==> src/rtl/teq_pkg.sv <==
// Shared types, codes and constants of the timed event queue.
package teq_pkg;

    localparam int QueueDepthDefault = 32;
    localparam int MaxFire           = 32;
    localparam int FireW             = $clog2(MaxFire);

    localparam logic [1:0] OP_SCHEDULE = 2'd0;
    localparam logic [1:0] OP_CANCEL   = 2'd1;
    localparam logic [1:0] OP_QUERY    = 2'd2;
    localparam logic [1:0] OP_SERVICE  = 2'd3;

    localparam logic [2:0] CMD_HOLD    = 3'd0;
    localparam logic [2:0] CMD_INSERT  = 3'd1;
    localparam logic [2:0] CMD_CANCEL  = 3'd2;
    localparam logic [2:0] CMD_COMPACT = 3'd3;
    localparam logic [2:0] CMD_SHIFT   = 3'd4;

    typedef struct packed {
        logic        occ;
        logic [31:0] due;
        logic [15:0] owner;
        logic [11:0] kind;
        logic [15:0] tag;
    } t_entry;

    typedef struct packed {
        logic [2:0]  cmd;
        logic [31:0] due;
        logic [15:0] owner;
        logic [11:0] kind;
        logic [15:0] tag;
        logic        any;
    } t_cell_ctl;

    typedef struct packed {
        logic        fired_valid;
        logic [15:0] fired_owner;
        logic [11:0] fired_kind;
        logic [15:0] fired_tag;
        logic [31:0] fired_due;
        logic        is_pending;
        logic        full_error;
        logic        last;
    } t_result;

endpackage

==> src/rtl/teq_cell.sv <==
// One slot of the sorted queue: holds an entry and trades it with its neighbors.
module teq_cell (
    input  logic               i_clk,
    input  logic               i_rst_n,
    input  teq_pkg::t_cell_ctl i_ctl,
    input  teq_pkg::t_entry    i_left,
    input  logic               i_left_after,
    input  logic               i_left_empty,
    input  teq_pkg::t_entry    i_right,
    output teq_pkg::t_entry    o_ent,
    output logic               o_after,
    output logic               o_match,
    output logic               o_bubble
);
    import teq_pkg::*;

    t_entry r_ent;
    t_entry n_ent;
    t_entry new_ent;
    logic   hit;

    assign new_ent  = '{occ: 1'b1, due: i_ctl.due, owner: i_ctl.owner,
                        kind: i_ctl.kind, tag: i_ctl.tag};
    assign o_after  = r_ent.occ && (i_ctl.due >= r_ent.due);
    assign o_match  = r_ent.occ && (r_ent.owner == i_ctl.owner)
                      && (r_ent.kind == i_ctl.kind);
    assign hit      = r_ent.occ && (r_ent.owner == i_ctl.owner)
                      && (i_ctl.any || (r_ent.kind == i_ctl.kind));
    assign o_bubble = !r_ent.occ && i_right.occ;
    assign o_ent    = r_ent;

    always_comb begin
        n_ent = r_ent;
        unique case (i_ctl.cmd)
            CMD_INSERT: begin
                if (!o_after) begin
                    n_ent = i_left_after ? new_ent : i_left;
                end
            end
            CMD_CANCEL: begin
                if (hit) begin
                    n_ent.occ = 1'b0;
                end
            end
            CMD_COMPACT: begin
                if (!r_ent.occ) begin
                    n_ent = i_right;
                end else if (i_left_empty) begin
                    n_ent.occ = 1'b0;
                end
            end
            CMD_SHIFT: begin
                n_ent = i_right;
            end
            default: begin
                n_ent = r_ent;
            end
        endcase
    end

    always_ff @(posedge i_clk) begin
        r_ent.due   <= n_ent.due;
        r_ent.owner <= n_ent.owner;
        r_ent.kind  <= n_ent.kind;
        r_ent.tag   <= n_ent.tag;
        if (!i_rst_n) begin
            r_ent.occ <= 1'b0;
        end else begin
            r_ent.occ <= n_ent.occ;
        end
    end

endmodule

==> config.mk <==
export PLATFORM = sky130hd
export DESIGN_NAME = teq_cell
export DESIGN_NICKNAME = d
export VERILOG_FILES = /design/src/rtl/teq_pkg.sv /design/src/rtl/teq_cell.sv
export SDC_FILE = /design/constraint.sdc
export NUM_CORES = 1
export LEC_CHECK = 0
export ABC_AREA = 0
export BUFFER_PORTS_ARGS = -buffer_cell sky130_fd_sc_hd__buf_2
export CORE_MARGIN = 10
export CORE_UTILIZATION = 44
export CTS_CLUSTER_DIAMETER = 50
export DETAILED_ROUTE_END_ITERATION = 12
export PLACE_DENSITY = 0.82
export SYNTH_ARGS = -nofsm -noshare
export SYNTH_HDL_FRONTEND = slang
export SYNTH_SLANG_ARGS = --single-unit
==> constraint.sdc <==
create_clock -name i_clk -period 4.81 [get_ports i_clk]
set_clock_uncertainty 0.1 [all_clocks]
set_input_delay 0.962 -clock i_clk [delete_from_list [all_inputs] [get_ports i_clk]]
set_output_delay 0.962 -clock i_clk [all_outputs]
set_load 0.01 [all_outputs]
==> impl_metrics.env, run 1 <==
export IMPL_cp_end_kind="output pin"
export IMPL_cp_top_family="compound AO/OA/AOI/OAI gates"
export IMPL_r2r_start="o_ent[54]$_DFFE_PP_"
export IMPL_clock_latency_ps=330
export IMPL_grt_pass1_wl_um=26400
export IMPL_wl_per_cell_um=18.0
export IMPL_switching_power_mw=0.536
export IMPL_slew_viol_final=0
export IMPL_synth_nets=774
export IMPL_largest_reg_flops=77
export IMPL_die_area_um2=16400
export IMPL_tns_ps=0
export IMPL_powerDensity_nw_per_um2=270
export IMPL_tightest_slew_ps=981
export IMPL_grt_pass1_vias=5069
export IMPL_whs_path_depth=2
export IMPL_crit_fanout=3
export IMPL_fin_crit_sh=0.808
export IMPL_min_period_ps=3890
export IMPL_fmax_ghz=0.257
export IMPL_crit_top_cell="buf_2"
export IMPL_antenna_found_initial=2
export IMPL_holdBufCountCts=0
export IMPL_initialDrtViolationCount=171
export IMPL_io_pin_count=318
export IMPL_hold_path_class="reg -> reg"
export IMPL_arrival_ps=2830
export IMPL_synth_seq_cells=77
export IMPL_critPathBufInv=3
export IMPL_clk_pin_slew_ps=50
export IMPL_viasPerCell=5.06
export IMPL_p_int_mw=1.39
export IMPL_core_um2=11400
export IMPL_clk_path_buf_depth=2
export IMPL_syn_to_final_growth_pct=38.8
export IMPL_max_stage_delay_ps=350
export IMPL_clock_root_buffer="clkbuf_16"
export IMPL_min_to="o_ent[76]$_SDFFE_PN0P_"
export IMPL_swShare=0.279
export IMPL_p_leak_nw=3.57
export IMPL_hold_start="o_ent[76]$_SDFFE_PN0P_"
export IMPL_cts_inserted_buffers=9
export IMPL_relSlewSlack=0.346
export IMPL_synth_area_leaders="edfxtp_1, mux2i_1, a21oi_1"
export IMPL_reg2reg_to="o_ent[68]$_DFFE_PP_"
export IMPL_final_hold_violation_count=0
export IMPL_start_kind="input port"
export IMPL_regToRegSetupSlack_ps=1680
export IMPL_fp_row_count=39
export IMPL_postSynthCellCount=504
export IMPL_htreeDepth=3
export IMPL_combinationalPowerShare=0.254
export IMPL_totalWireLength_um=17300
export IMPL_start_util=0.449
export IMPL_syn_area_um2=5120
export IMPL_required_ps=3750
export IMPL_maxCapViolCount=0
export IMPL_grtUsageTotal=0.202
export IMPL_ir_drop_v=0.000154
export IMPL_hpwlAfterDp_um=14400
export IMPL_synth_commonest_cells="nor2_1, a21oi_1, mux2i_1"
export IMPL_post_cts_resized=0
export IMPL_cts_tree="done"
export IMPL_drc=0
export IMPL_fillers=1012
export IMPL_crit_path_cell_trace="buf_2 > ha_1 > and4_1 > a221oi_1 > a21oi_1 > a211oi_1 > o31ai_1 > a31oi_1 > inv_1 > buf_2"
export IMPL_num_vias=4848
export IMPL_yosysWarnings=0
export IMPL_synth_cell_types=41
export IMPL_yosysTopAreaCellShare=0.446
export IMPL_nets=1081
export IMPL_rsz0062_at_grt="false"
export IMPL_ant_nets=0
export IMPL_die_y_um=128
export IMPL_drive_above_1_share=0.415
export IMPL_yosysTopAreaCell="edfxtp_1"
export IMPL_final_util=0.623
export IMPL_synth_avg_cell_area_um2=10.2
export IMPL_io_buffers=317
export IMPL_seqPwrFrac=0.442
export IMPL_overflow=0
export IMPL_criticalPathCategory="in -> out"
export IMPL_cp_slowest_cell="a31oi_1"
export IMPL_post_cts_buffers=0
export IMPL_synth_most_common_cell="nor2_1"
export IMPL_async_reset_ff_frac=0
export IMPL_synth_ff_type="edfxtp_1"
export IMPL_ff2ff_path_depth=10
export IMPL_setup_viol=0
export IMPL_grt_max_degree=111
export IMPL_synth_enable_flop_cells=76
export IMPL_status="finished clean"
export IMPL_first_pass_iters=6
export IMPL_yosysSeqAreaShare=0.449
export IMPL_die_w_um=128
export IMPL_clockPowerShare=0.304
export IMPL_gp_congestion=0.824
export IMPL_numClockSinks=77
-- per-stage QoR --
step	setup WS (ps)	instances	hold slack (ps)	cell area [µm²]	total power [mW]
global route	736	959	738	7110	2.03
finish	922	959	656	7110	1.92
floorplan	330	504	545	5120	1.12
detailed placement	888	943	659	6860	1.36
CTS	881	958	670	7110	1.94
global placement	900	943	655	6860	1.34
-- layout by cell type, fill, tap and decap left out, types with 3 or more instances in the layout --
cell type,n
nand3_1,4
nor4_1,5
mux2i_1,77
nand4_1,5
xnor2_1,8
o21ai_0,3
nand2_1,6
clkinv_1,3
a21oi_1,83
xor2_1,20
a21o_1,7
edfxtp_1,76
a211oi_1,4
nor3_1,3
inv_1,37
clkbuf_16,9
buf_4,4
buf_2,316
nor2_1,84
ha_1,32
-- area by class of cell --
| type | count | area [µm²] | area share |
|---|---|---|---|
| Antenna cell | 1 | 2.50 | 0.000352 |
| Tap cell | 143 | 179 | 0.0252 |
| Timing Repair Buffer | 322 | 1650 | 0.232 |
| Sequential cell | 77 | 2300 | 0.324 |
| Clock buffer | 11 | 233 | 0.0327 |
| Multi-Input combinational cell | 363 | 2580 | 0.363 |
| Clock inverter | 4 | 16.3 | 0.00229 |
| Inverter | 38 | 143 | 0.0201 |
-- worst max-delay path by stage --
stage,to,startpoint,cells past startpoint
2_1_floorplan,o_ent[0]$_DFFE_PP_,i_ctl[55],8
3_3_place_gp,o_after,i_ctl[55],10
3_5_place_dp,o_after,i_ctl[55],10
4_1_cts,o_after,i_ctl[55],10
5_1_grt,o_after,i_ctl[55],10
6_report,o_after,i_ctl[55],10
-- worst reg2reg max path, delay by kind of cell, from the launching register on --
family / cells / cell delay [ps]
and+or+nand+nor: 1 / 220
AOI/OAI and AO/OA: 6 / 1460
buffers and inverters: 2 / 390
adders and majority gates: 1 / 230
DFF: 1 / 380
-- cells by family after synthesis --
| family | synth area share |
|---|---|
| buffers and inverters | 0.0493 |
| muxes | 0.150 |
| adders and majority gates | 0.0782 |
| xor gates and xnor gates | 0.0479 |
| and+or+nand+nor | 0.0984 |
| AOI/OAI and AO/OA | 0.126 |
| DFF | 0.449 |
-- power groups by stage --
stage	Sequential [mW]	Clock, mW	Combinational [mW]
after floorplan	0.894	0	0.230
after detailed placement	0.863	0	0.494
after global routing	0.856	0.631	0.548
after global placement	0.860	0	0.484
after CTS	0.850	0.598	0.496
final	0.849	0.585	0.489
-- metal layers --
metal / track usage / wire, µm / share of wire / vias up
li1: - / - / - / 2442
met1: 0.205 / 6400 / 0.37 / 2198
met2: 0.368 / 8870 / 0.51 / 184
met3: 0.0835 / 1680 / 0.097 / 22
met4: 0.0636 / 295 / 0.017 / 2
met5: 0 / 13 / 0.00075 / -
(Power assumes the default switching activity.)
==> run 2, diff against run 1 <==
--- a/config.mk
+++ b/config.mk
@@ -5,10 +5,10 @@
 export SDC_FILE = /design/constraint.sdc
 export NUM_CORES = 1
 export LEC_CHECK = 0
-export ABC_AREA = 0
+export ABC_AREA = 1
 export BUFFER_PORTS_ARGS = -buffer_cell sky130_fd_sc_hd__buf_2
 export CORE_MARGIN = 10
-export CORE_UTILIZATION = 44
+export CORE_UTILIZATION = 45
 export CTS_CLUSTER_DIAMETER = 50
 export DETAILED_ROUTE_END_ITERATION = 12
 export PLACE_DENSITY = 0.82
==> constraint.sdc (replaced) <==
create_clock -name i_clk -period 3.95 [get_ports i_clk]
set_clock_uncertainty 0.1 [all_clocks]
set_input_delay 0.79 -clock i_clk [delete_from_list [all_inputs] [get_ports i_clk]]
set_output_delay 0.79 -clock i_clk [all_outputs]
set_load 0.01 [all_outputs]
==> run 2 against run 1 <==
Compared with the run above:
- via count up 21%
- critical path depth up 3
- flip-flop and latch count unchanged
- clock power up 36%
- final cell count up 22%
- routed wire length up 11%
- cell area up 3.1%
- clock-buffer cell count down 2
- critical path type unchanged
- largest cell class unchanged
==> impl_metrics.env, run 2 <==
export IMPL_status="finished clean"
export IMPL_grt_busiest_layer="met2"
export IMPL_crit_top_cell="nand2_1"
export IMPL_synth_area_leaders="edfxtp_1, nand2_1, a31oi_1"
export IMPL_synth_enable_flop_cells=76
export IMPL_area_sequential_um2=2300
export IMPL_nets=1286
export IMPL_post_cts_buffers=0
export IMPL_yosysSeqAreaShare=0.429
export IMPL_initialDrtViolationCount=410
export IMPL_post_cts_resized=0
export IMPL_powerDensity_nw_per_um2=337
export IMPL_num_vias=5846
export IMPL_drive_above_1_share=0.335
export IMPL_antenna_found_initial=2
export IMPL_first_pass_iters=5
export IMPL_largest_reg_flops=77
export IMPL_holdBufCountCts=0
export IMPL_p_total_mw=2.47
export IMPL_synth_commonest_cells="nand2_1, nor2_1, a31oi_1, edfxtp_1, inv_1"
export IMPL_grtUsageTotal=0.215
export IMPL_slew_viol_final=0
export IMPL_numClockSinks=77
export IMPL_overflow=0
export IMPL_synth_most_common_cell="nand2_1"
export IMPL_setup_viol=0
export IMPL_hold_path_class="reg -> reg"
export IMPL_crit_fanout=3
export IMPL_grt_pass1_wl_um=28500
export IMPL_wl_per_cell_um=16.4
export IMPL_yosysWarnings=0
export IMPL_synth_nets=986
export IMPL_ant_nets=0
export IMPL_io_buffers=317
export IMPL_grt_pass1_vias=5822
export IMPL_final_common_cell="buf_2"
export IMPL_arrival_ps=2200
export IMPL_htreeDepth=3
export IMPL_finalWorstSetupSlack_ps=858
export IMPL_clock_root_buffer="clkbuf_16"
export IMPL_die_w_um=129
export IMPL_grt_max_degree=153
export IMPL_die_area_um2=16700
export IMPL_postSynthCellCount=716
export IMPL_relSlewSlack=0.455
export IMPL_rsz0062_at_grt="false"
export IMPL_use_met2=0.386
export IMPL_cts_tree="done"
export IMPL_cp_top_family="simple AND/OR/NAND/NOR gates"
export IMPL_start_util=0.464
export IMPL_grtUsageMet3=0.0763
export IMPL_fp_row_count=39
export IMPL_synth_seq_cells=77
export IMPL_async_reset_ff_frac=0
export IMPL_grt_use_met1=0.231
export IMPL_critPathBufInv=3
export IMPL_viasPerCell=5.01
export IMPL_mostFrequentLayoutCells="buf_2, nand2_1, nor2_1, a31oi_1, edfxtp_1"
export IMPL_criticalPathCategory="in -> out"
export IMPL_fin_crit_sh=0.783
export IMPL_clock_latency_ps=330
export IMPL_syn_to_final_growth_pct=36.7
export IMPL_clk_pin_slew_ps=60
export IMPL_totalWireLength_um=19100
export IMPL_synth_avg_cell_area_um2=7.49
export IMPL_ir_drop_v=0.000176
export IMPL_max_stage_delay_ps=300
export IMPL_cts_inserted_buffers=9
export IMPL_yosysTopAreaCell="edfxtp_1"
export IMPL_multiInputGateArea_um2=2630
export IMPL_hpwlAfterDp_um=15400
export IMPL_required_ps=3060
export IMPL_io_pin_count=318
export IMPL_drc=0
export IMPL_start_kind="input port"
export IMPL_tightest_slew_ps=818
export IMPL_die_y_um=129
export IMPL_cp_end_kind="output pin"
export IMPL_final_hold_violation_count=0
export IMPL_synth_ff_type="edfxtp_1"
export IMPL_min_period_ps=3090
export IMPL_maxCapViolCount=0
export IMPL_core_um2=11600
export IMPL_tns_ps=0
export IMPL_p_leak_nw=3.81
export IMPL_yosysTopAreaCellShare=0.426
export IMPL_clk_path_buf_depth=2
export IMPL_cp_slowest_cell="ha_1"
export IMPL_pre_cts_slack_ps=848
export IMPL_gp_congestion=0.870
export IMPL_fmax_ghz=0.323
export IMPL_fillers=1059
export IMPL_synth_cell_types=27
export IMPL_crit_path_cell_trace="buf_2 > ha_1 > nand2_1 > nor2_1 > nand2_1 > nor2_1 > nor2_1 > nand2_1 > nand2_1 > nand2_1 > nand2_1 > inv_1 > buf_2"
export IMPL_syn_area_um2=5360
==> run 2: changes by cell type after synthesis, sizes merged, moves of 5 or more <==
cell	delta
inv	+37
a31oi	+74
a21oi	-72
buf	+9
mux2i	-77
xor2	-19
nor2	+39
xnor2	+6
a21o	-5
nand2	+235
==> run 2: area by class of cell <==
| type | count | share of cell area |
|---|---|---|
| Tap cell | 143 | 0.0244 |
| Timing Repair Buffer | 322 | 0.225 |
| Inverter | 75 | 0.0388 |
| Clock inverter | 7 | 0.00768 |
| Antenna cell | 3 | 0.00102 |
| Clock buffer | 9 | 0.0307 |
| Multi-Input combinational cell | 531 | 0.358 |
| Sequential cell | 77 | 0.314 |
==> run 2: path summary, 6_finish.rpt <==
| kind | startpoint | end | slack, ps | cells after the start |
|---|---|---|---|---|
| max reg2reg | o_ent[51]$_DFFE_PP_ | o_ent[75]$_DFFE_PP_ | 1400 | 13 |
| min | o_ent[76]$_SDFFE_PN0P_ | o_ent[76]$_SDFFE_PN0P_ | 600 | 4 |
| min reg2reg | o_ent[76]$_SDFFE_PN0P_ | o_ent[76]$_SDFFE_PN0P_ | 600 | 4 |
| max | i_ctl[52] | o_after | 860 | 13 |
==> run 2: where the power goes <==
group | switching [mW] | internal, mW
combinational | 0.366 | 0.271
sequential | 0.0372 | 1.00
clock | 0.317 | 0.479
total | 0.720 | 1.75
==> run 2: metal layers <==
layer  vias up  share of wire
met5         -              0
met4         0          0.018
met3        21           0.12
met2       266           0.50
met1      2589           0.36
li1       2970              -
==> run 2: tightest hold or removal path, delay by kind of cell (launching register included) <==
| family | cells | cell delay (ps) |
|---|---|---|
| buffers and inverters | 1 | 120 |
| DFF | 1 | 390 |
| and+or+nand+nor | 3 | 150 |
==> run 2: logic make-up after synthesis <==
family          synth area share
compound gates             0.113
buf+inv                   0.0810
simple gates               0.277
flops                      0.429
xor+xnor                  0.0245
fa+ha+maj                 0.0747
==> run 2: stage by stage <==
stage | utilization | area, µm² | hold WS, ps | instances
after floorplan | - | 5360 | 515 | 716
after global placement | 0.609 | 7040 | 585 | 1148
after detailed placement | 0.609 | 7040 | 590 | 1148
after CTS | 0.633 | 7320 | 590 | 1164
after global routing | 0.634 | 7330 | 601 | 1166
final | 0.634 | 7330 | 596 | 1167
==> run 3, diff against run 2 <==
--- a/config.mk
+++ b/config.mk
@@ -8,10 +8,10 @@
 export ABC_AREA = 1
 export BUFFER_PORTS_ARGS = -buffer_cell sky130_fd_sc_hd__buf_2
 export CORE_MARGIN = 10
-export CORE_UTILIZATION = 45
+export CORE_UTILIZATION = 40
 export CTS_CLUSTER_DIAMETER = 50
 export DETAILED_ROUTE_END_ITERATION = 12
-export PLACE_DENSITY = 0.82
+export PLACE_DENSITY = 0.78
 export SYNTH_ARGS = -nofsm -noshare
 export SYNTH_HDL_FRONTEND = slang
 export SYNTH_SLANG_ARGS = --single-unit
==> constraint.sdc (replaced) <==
create_clock -name i_clk -period 2.75 [get_ports i_clk]
set_clock_uncertainty 0.1 [all_clocks]
set_input_delay 0.55 -clock i_clk [delete_from_list [all_inputs] [get_ports i_clk]]
set_output_delay 0.55 -clock i_clk [all_outputs]
set_load 0.01 [all_outputs]
==> run 3 against run 2 <==
Compared with the run above:
- utilization down 5.9 points
- highest routed layer is now met5
- die area increased by 11%
- non-clock buffer count up 5
- combinational power is 51% higher
- register-to-register slack worse by 1100 ps
- cell area rose by 3.4%
- sequential power increased by 43%
- largest power group unchanged
- clock power grew 47%
- largest cell class unchanged
==> impl_metrics.env, run 3 (synthesized netlist as in run 2, its figures left out) <==
export IMPL_cp_end_kind="output pin"
export IMPL_swShare=0.288
export IMPL_io_pin_count=318
export IMPL_ant_nets=0
export IMPL_numClockSinks=77
export IMPL_num_vias=5845
export IMPL_min_period_ps=2550
export IMPL_tightest_slew_ps=681
export IMPL_p_leak_nw=3.83
export IMPL_powerDensity_nw_per_um2=479
export IMPL_ir_drop_v=0.000334
export IMPL_cts_inserted_buffers=9
export IMPL_grtUsageTotal=0.200
export IMPL_final_hold_violation_count=0
export IMPL_combinationalPowerShare=0.265
export IMPL_die_area_um2=18400
export IMPL_hold_start="i_rst_n"
export IMPL_p_int_mw=2.58
export IMPL_clockPowerShare=0.324
export IMPL_finalWorstSetupSlack_ps=204
export IMPL_drc=0
export IMPL_core_um2=13200
export IMPL_fin_crit_sh=0.926
export IMPL_initialDrtViolationCount=278
export IMPL_mostFrequentLayoutCells="buf_2, nand2_1, nor2_1, a31oi_1, edfxtp_1"
export IMPL_p_total_mw=3.63
export IMPL_pre_cts_slack_ps=51.8
export IMPL_die_w_um=136
export IMPL_grt_max_degree=153
export IMPL_clock_latency_ps=330
export IMPL_antenna_cells=0
export IMPL_hold_path_class="in -> reg"
export IMPL_start_kind="flip-flop"
export IMPL_crit_fanout=3
export IMPL_clock_root_buffer="clkbuf_16"
export IMPL_finalNonFillerCells=1202
export IMPL_syn_to_final_growth_pct=41.3
export IMPL_holdBufCountCts=0
export IMPL_overflow=0
export IMPL_htreeDepth=3
export IMPL_antenna_found_initial=1
export IMPL_fp_row_count=42
export IMPL_viasPerCell=4.86
export IMPL_arrival_ps=1900
export IMPL_clk_path_buf_depth=2
export IMPL_grt_pass1_vias=5715
export IMPL_grt_pass1_wl_um=29100
export IMPL_totalWireLength_um=19500
export IMPL_ff2ff_path_depth=14
export IMPL_switching_power_mw=1.05
export IMPL_gp_congestion=0.919
export IMPL_die_y_um=136
export IMPL_seqPwrFrac=0.411
export IMPL_fin_hold_ws_ps=347
export IMPL_largest_reg_flops=77
export IMPL_start_util=0.407
export IMPL_required_ps=2100
export IMPL_nets=1291
export IMPL_fmax_ghz=0.393
export IMPL_setup_viol=0
export IMPL_first_pass_iters=6
export IMPL_min_to="o_ent[76]$_SDFFE_PN0P_"
export IMPL_criticalPathCategory="reg -> out"
export IMPL_drive_above_1_share=0.357
export IMPL_cts_tree="done"
export IMPL_rsz0062_at_grt="false"
export IMPL_maxCapViolCount=0
export IMPL_final_common_cell="buf_2"
export IMPL_hpwlAfterDp_um=15700
export IMPL_dp_cells=1186
export IMPL_wl_per_cell_um=16.2
export IMPL_status="finished clean"
export IMPL_reg2reg_to="o_ent[35]$_DFFE_PP_"
export IMPL_io_buffers=317
export IMPL_whs_path_depth=3
export IMPL_regToRegSetupSlack_ps=330
export IMPL_r2r_start="o_ent[59]$_DFFE_PP_"
export IMPL_relSlewSlack=0.546
export IMPL_setup_worst_path_start="o_ent[59]$_DFFE_PP_"
export IMPL_slew_viol_final=0
export IMPL_clk_pin_slew_ps=60
## run 3: cell types whose count changed in the layout (fill, tap and decap cells not counted), sizes merged
cell,change
clkinvlp,+1
inv,-1
diode,-3
clkbuf,+5
buf,+5
clkinv,-5
## run 3: cell type report
cell class	instances	area, µm²
fillers	1242	5610
repair buffers	327	1710
multi-input cells	531	2780
flip-flops and latches	77	2300
clock inverters	2	35.0
well taps	176	220
clock buffers	14	254
inverters	75	288
## run 3: repair_timing
| item | 4_1_cts | 5_1_grt |
|---|---|---|
| buffers inserted | 0 | 1 |
| gates resized for setup | 0 | 10 |
| endpoints found under the setup margin | 0 | 1 |
## run 3: per-layer routing
| layer | share of wire | up-vias | track usage |
|---|---|---|---|
| met5 | 0.00067 | - | 0 |
| met4 | 0.028 | 2 | 0.0855 |
| met3 | 0.11 | 41 | 0.0772 |
| met2 | 0.49 | 251 | 0.342 |
| met1 | 0.37 | 2572 | 0.215 |
| li1 | - | 2979 | - |
## run 3: worst max-delay path, stage by stage (launching register included)
cell and delay, ps:
edfxtp_1 350, inv_1 70, ha_4 270, nand2_2 60, nor2_2 110, nand2_1 90, nor2_1 100, nor2_1 50
nand2_1 80, nand2_1 50, nand2_1 70, nand2_2 60, inv_1 80, buf_6 110
## run 3: worst max-delay path by stage
stage,cells past startpoint,to
after detailed placement,16,o_ent[28]$_DFFE_PP_
after global routing,13,o_after
after floorplan,12,o_ent[0]$_DFFE_PP_
after global placement,14,o_ent[28]$_DFFE_PP_
final,13,o_after
after CTS,16,o_after
## run 3: power by group through the flow
stage	clock network, mW	registers, mW	logic (mW)
floorplan	0	1.57	0.463
global placement	0	1.51	0.937
detailed placement	0	1.52	0.957
CTS	1.20	1.49	0.961
global route	1.25	1.51	1.08
finish	1.17	1.49	0.962
## run 3: metrics by stage
step                setup TNS [ps]   util  instance area, µm²
finish                           0  0.575                7580
global route                     0  0.575                7580
CTS                              0  0.572                7540
detailed placement               0  0.550                7260
global placement                 0  0.550                7260
floorplan                   -34300      -                5490
